===== src/rtl/core/mhb_pkg.sv =====
// shared constants and types for the min-heap builder
`default_nettype none
package mhb_pkg;

  localparam int DATA_W       = 32;
  localparam int KIND_W       = 2;
  localparam int CAPACITY_DEF = 16;

  // result kinds
  typedef enum logic [KIND_W-1:0] {
    KIND_SWAP    = 2'd0,
    KIND_ELEM    = 2'd1,
    KIND_VERDICT = 2'd2
  } kind_e;

endpackage
`default_nettype wire


===== src/rtl/core/min_heap_builder.sv =====
// top level: collects elements into a ram, heapifies bottom-up, streams results
// Elements are taken one per cycle while busy_o is low; the element with
// final_item_i set starts the build, and busy_o stays high until the verdict
// has gone out. The build visits nodes n/2-1 down to 0 in a one-write,
// one-read-port ram: each sift level reads the node, the left child and the
// right child, then compares, plus a write-back of the child slot when an
// exchange happens. The heap dump then streams the n elements, and the
// verdict follows. Every result is shown for exactly one cycle with strobe_o
// high and must be taken then; the receiver cannot stall it. Elements beyond
// CAPACITY are dropped and reported in the verdict.
`default_nettype none
module min_heap_builder #(
  parameter int CAPACITY = mhb_pkg::CAPACITY_DEF
) (
  input  wire logic                              clk_i,
  input  wire logic                              rst_ni,
  input  wire logic                              start_i,
  output logic                                   busy_o,
  input  wire logic signed [mhb_pkg::DATA_W-1:0] value_i,
  input  wire logic                              final_item_i,
  output logic                                   strobe_o,
  output logic             [mhb_pkg::KIND_W-1:0] kind_o,
  output logic signed      [mhb_pkg::DATA_W-1:0] first_value_o,
  output logic signed      [mhb_pkg::DATA_W-1:0] second_value_o,
  output logic                                   already_heap_o,
  output logic                                   overflowed_o,
  output logic                                   final_result_o
);

  import mhb_pkg::*;

  localparam int AW   = $clog2(CAPACITY);
  localparam int CntW = $clog2(CAPACITY + 1);
  localparam int IdxW = AW + 2;

  typedef enum logic [2:0] {
    S_LOAD,
    S_NODE,
    S_LEFT,
    S_RIGHT,
    S_CMP,
    S_WR,
    S_EMIT0,
    S_EMIT
  } state_e;

  state_e                    state_q;
  logic                      in_verdict_q;
  logic [CntW-1:0]           count_q;
  logic [CntW-1:0]           n_q;
  logic [AW-1:0]             root_q;
  logic [AW-1:0]             node_q;
  logic [AW-1:0]             pick_q;
  logic [AW-1:0]             idx_q;
  logic signed [DATA_W-1:0]  pv_q;
  logic signed [DATA_W-1:0]  lv_q;
  logic                      any_swap_q;
  logic                      ovf_q;

  logic                      strobe_q;
  logic [KIND_W-1:0]         kind_q;
  logic signed [DATA_W-1:0]  first_q;
  logic signed [DATA_W-1:0]  second_q;
  logic                      heap_q;
  logic                      ovf_out_q;
  logic                      fin_q;

  // ram port
  logic                      we;
  logic [AW-1:0]             waddr;
  logic [DATA_W-1:0]         wdata;
  logic                      re;
  logic [AW-1:0]             raddr;
  logic [DATA_W-1:0]         rdata;
  logic signed [DATA_W-1:0]  rv;

  logic                      full;
  logic [CntW-1:0]           n_next;
  logic [CntW-1:0]           half;
  logic [IdxW-1:0]           left_idx;
  logic [IdxW-1:0]           right_idx;
  logic                      left_in;
  logic                      right_in;
  logic                      lt_left;
  logic                      lt_right;
  logic signed [DATA_W-1:0]  min_left;
  logic signed [DATA_W-1:0]  min_val;
  logic [AW-1:0]             pick;
  logic                      swap;
  logic                      emit_last;

  mhb_ram #(
    .WIDTH(DATA_W),
    .DEPTH(CAPACITY)
  ) u_store (
    .clk_i  (clk_i),
    .we_i   (we),
    .waddr_i(waddr),
    .wdata_i(wdata),
    .re_i   (re),
    .raddr_i(raddr),
    .rdata_o(rdata)
  );

  assign rv        = $signed(rdata);
  assign full      = (count_q == CntW'(CAPACITY));
  assign n_next    = full ? count_q : count_q + 1'b1;
  assign half      = n_next >> 1;
  assign left_idx  = IdxW'({node_q, 1'b1});
  assign right_idx = left_idx + 1'b1;
  assign left_in   = left_idx < IdxW'(n_q);
  assign right_in  = right_idx < IdxW'(n_q);

  // strictly smaller child wins, left kept on a tie
  assign lt_left   = left_in && (lv_q < pv_q);
  assign min_left  = lt_left ? lv_q : pv_q;
  assign lt_right  = right_in && (rv < min_left);
  assign min_val   = lt_right ? rv : min_left;
  assign pick      = lt_right ? right_idx[AW-1:0] : left_idx[AW-1:0];
  assign swap      = lt_left || lt_right;
  assign emit_last = (CntW'(idx_q) + 1'b1) == n_q;

  always_comb begin
    we    = 1'b0;
    waddr = node_q;
    wdata = pv_q;
    re    = 1'b0;
    raddr = node_q;
    unique case (state_q)
      S_LOAD: begin
        we    = start_i && !in_verdict_q && !full;
        waddr = count_q[AW-1:0];
        wdata = value_i;
      end
      S_NODE: begin
        re    = 1'b1;
        raddr = node_q;
      end
      S_LEFT: begin
        re    = left_in;
        raddr = left_idx[AW-1:0];
      end
      S_RIGHT: begin
        re    = right_in;
        raddr = right_idx[AW-1:0];
      end
      S_CMP: begin
        we    = swap;
        waddr = node_q;
        wdata = min_val;
      end
      S_WR: begin
        we    = 1'b1;
        waddr = pick_q;
        wdata = pv_q;
      end
      S_EMIT0: begin
        re    = 1'b1;
        raddr = '0;
      end
      S_EMIT: begin
        re    = !emit_last;
        raddr = idx_q + 1'b1;
      end
      default: begin
        we = 1'b0;
      end
    endcase
  end

  always_ff @(posedge clk_i or negedge rst_ni) begin
    if (!rst_ni) begin
      state_q      <= S_LOAD;
      in_verdict_q <= 1'b0;
      count_q      <= '0;
      n_q          <= '0;
      root_q       <= '0;
      node_q       <= '0;
      pick_q       <= '0;
      idx_q        <= '0;
      pv_q         <= '0;
      lv_q         <= '0;
      any_swap_q   <= 1'b0;
      ovf_q        <= 1'b0;
      strobe_q     <= 1'b0;
      kind_q       <= KIND_SWAP;
      first_q      <= '0;
      second_q     <= '0;
      heap_q       <= 1'b0;
      ovf_out_q    <= 1'b0;
      fin_q        <= 1'b0;
    end else begin
      strobe_q     <= 1'b0;
      in_verdict_q <= 1'b0;
      unique case (state_q)
        S_LOAD: begin
          if (in_verdict_q) begin
            // nothing accepted in the verdict cycle; busy is still high
          end else if (start_i) begin
            if (full) begin
              ovf_q <= 1'b1;
            end else begin
              count_q <= count_q + 1'b1;
            end
            if (final_item_i) begin
              n_q <= n_next;
              if (half == '0) begin
                state_q <= S_EMIT0;
              end else begin
                root_q  <= AW'(half - 1'b1);
                node_q  <= AW'(half - 1'b1);
                state_q <= S_NODE;
              end
            end
          end
        end
        S_NODE: begin
          state_q <= S_LEFT;
        end
        S_LEFT: begin
          pv_q    <= $signed(rdata);
          state_q <= S_RIGHT;
        end
        S_RIGHT: begin
          lv_q    <= $signed(rdata);
          state_q <= S_CMP;
        end
        S_CMP: begin
          if (swap) begin
            strobe_q   <= 1'b1;
            kind_q     <= KIND_SWAP;
            first_q    <= pv_q;
            second_q   <= min_val;
            heap_q     <= 1'b0;
            ovf_out_q  <= 1'b0;
            fin_q      <= 1'b0;
            any_swap_q <= 1'b1;
            pick_q     <= pick;
            state_q    <= S_WR;
          end else if (root_q == '0) begin
            state_q <= S_EMIT0;
          end else begin
            root_q  <= root_q - 1'b1;
            node_q  <= root_q - 1'b1;
            state_q <= S_NODE;
          end
        end
        S_WR: begin
          node_q  <= pick_q;
          state_q <= S_NODE;
        end
        S_EMIT0: begin
          idx_q   <= '0;
          state_q <= S_EMIT;
        end
        S_EMIT: begin
          strobe_q  <= 1'b1;
          kind_q    <= KIND_ELEM;
          first_q   <= $signed(rdata);
          second_q  <= '0;
          heap_q    <= 1'b0;
          ovf_out_q <= 1'b0;
          fin_q     <= 1'b0;
          if (emit_last) begin
            in_verdict_q <= 1'b1;
            state_q      <= S_LOAD;
          end else begin
            idx_q <= idx_q + 1'b1;
          end
        end
        default: begin
          state_q <= S_LOAD;
        end
      endcase
      // verdict closes the run and clears the run state
      if (in_verdict_q) begin
        strobe_q   <= 1'b1;
        kind_q     <= KIND_VERDICT;
        first_q    <= '0;
        second_q   <= '0;
        heap_q     <= !any_swap_q;
        ovf_out_q  <= ovf_q;
        fin_q      <= 1'b1;
        count_q    <= '0;
        any_swap_q <= 1'b0;
        ovf_q      <= 1'b0;
      end
    end
  end

  assign busy_o         = (state_q != S_LOAD) || in_verdict_q;
  assign strobe_o       = strobe_q;
  assign kind_o         = kind_q;
  assign first_value_o  = first_q;
  assign second_value_o = second_q;
  assign already_heap_o = heap_q;
  assign overflowed_o   = ovf_out_q;
  assign final_result_o = fin_q;

endmodule
`default_nettype wire


===== src/rtl/core/mhb_ram.sv =====
// generic single-write, single-read ram with registered read data
`default_nettype none
module mhb_ram #(
  parameter int WIDTH = 32,
  parameter int DEPTH = 16
) (
  input  wire logic                     clk_i,
  input  wire logic                     we_i,
  input  wire logic [$clog2(DEPTH)-1:0] waddr_i,
  input  wire logic [WIDTH-1:0]         wdata_i,
  input  wire logic                     re_i,
  input  wire logic [$clog2(DEPTH)-1:0] raddr_i,
  output logic      [WIDTH-1:0]         rdata_o
);

  logic [WIDTH-1:0] mem [DEPTH];
  logic [WIDTH-1:0] rdata_q;

  always_ff @(posedge clk_i) begin
    if (we_i) begin
      mem[waddr_i] <= wdata_i;
    end
    if (re_i) begin
      rdata_q <= mem[raddr_i];
    end
  end

  assign rdata_o = rdata_q;

endmodule
`default_nettype wire


===== config.mk =====
export PLATFORM = sky130hd
export DESIGN_NAME = min_heap_builder
export DESIGN_NICKNAME = d
export VERILOG_FILES = /design/src/rtl/core/mhb_pkg.sv /design/src/rtl/core/min_heap_builder.sv /design/src/rtl/core/mhb_ram.sv
export SDC_FILE = /design/constraint.sdc
export NUM_CORES = 1
export LEC_CHECK = 0
export BUFFER_PORTS_ARGS = -buffer_cell sky130_fd_sc_hd__buf_2
export CAP_MARGIN = 25
export CORE_UTILIZATION = 56
export DETAILED_ROUTE_END_ITERATION = 7
export PLACE_DENSITY_LB_ADDON = 0.15
export SLEW_MARGIN = 20
export SYNTH_ARGS = -nofsm -noshare
export SYNTH_HDL_FRONTEND = slang
export SYNTH_SLANG_ARGS = --single-unit

===== constraint.sdc =====
create_clock -name clk_i -period 7.4 [get_ports clk_i]
set_input_delay 1.11 -clock clk_i [delete_from_list [all_inputs] [get_ports clk_i]]
set_output_delay 1.11 -clock clk_i [all_outputs]
set_load 0.02 [all_outputs]

==> results.py <==
metrics = {
    "run_status": {
        "status": "finished clean",
    },
    "die": {
        "num_io_pins": 107,
        "die_y_um": 241,
        "core.rowCount": 87,
        "floorplan.initialDensity_pct": 56.6,
        "chipWidth_um": 241,
        "die_area_mm2": 0.0579,
        "core_mm2": 0.0564,
    },
    "timing": {
        "period_minus_slack_ns": 6.81,
        "tightest_slew_ns": 1.14,
        "finalMaxSlewViolations": 0,
        "setup_viol": 0,
        "finClkSkew_ns": 0.0305,
        "post-route-period-util_pct": 92.0,
        "rsz0062_at_grt": "no",
        "finalSetupTns_ns": 0,
        "whs_ns": 0.459,
        "slew_headroom_pct": 23.3,
        "fmax_mhz": 147,
        "hold_viol_final": 0,
    },
    "clock_network": {
        "ctsResizeCount": 0,
        "clk_path_buf_depth": 3,
        "path_clk_slew_ns": 0.06,
        "cts-root-buf": "clkbuf_16",
        "tritoncts": "yes",
        "h-tree-depth": 3,
        "clkLatencyLatePin_ns": 0.63,
        "post_cts_buffers": 0,
        "cts_hold_buf": 0,
        "cts.sinks": 709,
        "cts_made_buffers": 73,
    },
    "finish": {
        "syn2layout_area_growth_pct": 12.7,
        "fillerInstances": 4151,
        "fin_cells": 3139,
        "multi_input_area_mm2": 0.0108,
        "fin_nets": 2441,
        "regArea_mm2": 0.0205,
        "finish.instance_area_mm2": 0.0360,
        "drive_gt1_share_pct": 23.0,
        "insertedDiodeCount": 0,
    },
    "yosys": {
        "synth_cell_types": 74,
        "synth_async_sr_flop_share_pct": 23.3,
        "avgSynthCellArea_um2": 14.4,
        "ys.flop_type": "edfxtp_1",
        "postSynthCellCount": 2213,
        "yosys_warnings": 0,
        "yosysSeqAreaShare_pct": 64.1,
        "synth-edff-count": 544,
        "syn_nets": 2326,
        "netlist_area_mm2": 0.0319,
        "ys_ff_latch": 709,
    },
    "grt": {
        "grt_start_max_net_pins": 129,
        "antenna_found_initial": 0,
        "grt_pass1_vias": 19300,
        "overflow": 0,
        "grt_pass1_wl_um": 120000,
        "grt_usage_pct": 28.4,
    },
    "worst_setup_path": {
        "crit_family": "simple AND/OR/NAND/NOR gates",
        "crit_chain": "inv_1, ha_1, o211ai_1, nor2_1, a32o_1, o2111ai_2, and4_1, nor3_1, a21oi_1, ha_1, nand2_1, nor3_1, nor4_1, a31oi_2, nor4_1, and2_1, o21ai_4, buf_4, and3_1, o31ai_2",
        "cp.required_ns": 7.68,
        "critical_path_arrival_ns": 7.09,
        "slowest_delay_ns": 0.82,
        "end_kind": "flop",
        "path_buf_inv": 2,
        "slowest_stage": "and4_1",
        "rr_startpoint": "pv_q[3]",
        "crit_start": "pv_q[3]",
        "start_kind": "flop",
        "criticalPathCategory": "reg -> reg",
        "critPathMaxFanout": 26,
    },
    "route": {
        "num_vias": 20200,
        "first_iter_violations": 2118,
        "vias_per_cell": 6.44,
        "wl_per_cell_um": 26.0,
        "ant_nets": 0,
        "dr.pass1.iters": 5,
        "drc": 0,
        "drt-total-wl_um": 81600,
    },
    "min_path": {
        "min_path_type": "in -> async",
    },
    "placed_design": {
        "dpl_cell_area_mm2": 0.0335,
        "dp.cells": 3005,
        "gp_congestion": 0.958,
        "numPortBuffers": 106,
        "hpwl_um": 48700,
    },
    "flow_run": {
        "drv_cap": 0,
    },
}
-- metal layers --
layer	GRT usage, %	vias to the layer above	routed length, µm
met2	42.8	995	37400
met1	42.6	10200	35600
met4	9.11	0	1960
li1	-	8863	-
met5	0	-	0
met3	4.19	130	6740
-- metrics by stage --
step,setup WS (ns),util (%)
after floorplan,0.523,-
after global placement,0.921,59.4
after detailed placement,0.798,59.4
after CTS,0.751,63.7
after global routing,0.360,63.8
final,0.589,63.8
-- path summary, 6_finish.rpt --
check | end | slack [ns] | cells after the start
max | u_store.mem[11][7] | 0.59 | 20
min | root_q[1] | 0.46 | 1
max reg2reg | u_store.mem[11][7] | 0.59 | 20
min reg2reg | already_heap_o | 0.47 | 1
max in group asynchronous | lv_q[3] | 5.71 | 2
min in group clk_i | already_heap_o | 0.47 | 1
-- layout by cell type, fill, tap and decap left out, drive strengths merged, types with 39 or more instances in the layout --
cell type,n
a21oi,243
buf,192
a211oi,39
nand4,40
edfxtp,544
ha,77
nand2,154
nor2,58
o211ai,40
o21ai,100
nand3,48
clkbuf,91
nor3,67
and3,67
dfrtp,165
inv,54
mux4,128
-- sequential cells by signal (all words and copies together), names as in the netlist, 5 cells and up --
name and count:
count_q 5, u_store.rdata_o 32, second_value_o 32, first_value_o 32, pv_q 32, lv_q 32
n_q 5, u_store.mem 512
-- worst reg2reg max path: stages, from the launching register on --
cell and delay [ns]:
dfrtp_1 0.39, inv_1 0.09, ha_1 0.33, o211ai_1 0.18, nor2_1 0.07, a32o_1 0.26
o2111ai_2 0.39, and4_1 0.82, nor3_1 0.10, a21oi_1 0.37, ha_1 0.31, nand2_1 0.13
nor3_1 0.09, nor4_1 0.38, a31oi_2 0.20, nor4_1 0.57, and2_1 0.28, o21ai_4 0.22
buf_4 0.29, and3_1 0.20, o31ai_2 0.79
-- synth_stat cells, types with 5 or more instances --
master | instances | area, µm²
a211oi_1 | 39 | 293
a21o_1 | 7 | 52.6
a21oi_1 | 233 | 1170
a21oi_2 | 10 | 87.6
a22o_1 | 7 | 61.3
and3_1 | 66 | 413
buf_1 | 6 | 22.5
buf_2 | 31 | 155
buf_4 | 8 | 60.1
buf_6 | 8 | 90.1
clkbuf_1 | 99 | 372
dfrtp_1 | 165 | 4130
edfxtp_1 | 544 | 16300
ha_1 | 77 | 963
inv_1 | 50 | 188
mux2_2 | 35 | 394
mux2i_1 | 37 | 370
mux4_2 | 128 | 2880
nand2_1 | 152 | 571
nand3_1 | 48 | 240
nand4_1 | 39 | 244
nor2_1 | 58 | 218
nor2b_1 | 37 | 231
nor3_1 | 63 | 315
o211ai_1 | 40 | 300
o21a_1 | 5 | 37.5
o21ai_0 | 95 | 475
o22ai_1 | 5 | 31.3
o2bb2ai_1 | 7 | 61.3
o31ai_2 | 28 | 350
xnor2_1 | 11 | 96.3
xor2_1 | 5 | 43.8
-- logic make-up (layout without fill, tap and decap cells) --
family | count (synthesis) | count (layout) | share of synthesized area, %
AO/OA/AOI/OAI | 515 | 515 | 10.3
XOR/XNOR | 16 | 16 | 0.439
adder cells (fa/ha/maj) | 77 | 77 | 3.02
buffers and inverters | 203 | 373 | 2.83
flip-flops | 709 | 709 | 64.1
multiplexers | 200 | 200 | 11.4
AND/OR/NAND/NOR | 493 | 493 | 7.80
-- area by class of cell --
| class | instances | share of cell area (%) |
|---|---|---|
| clock buffer | 90 | 5.40 |
| sequential | 709 | 56.9 |
| inverter | 50 | 0.522 |
| multi-input combinational | 1301 | 29.9 |
| clock inverter | 40 | 1.20 |
| timing repair buffer | 193 | 3.45 |
| tap | 756 | 2.63 |
Power is left out: the tool's default activity adds up to more than one toggle a clock period on the data nets, which glitch-free logic cannot reach.
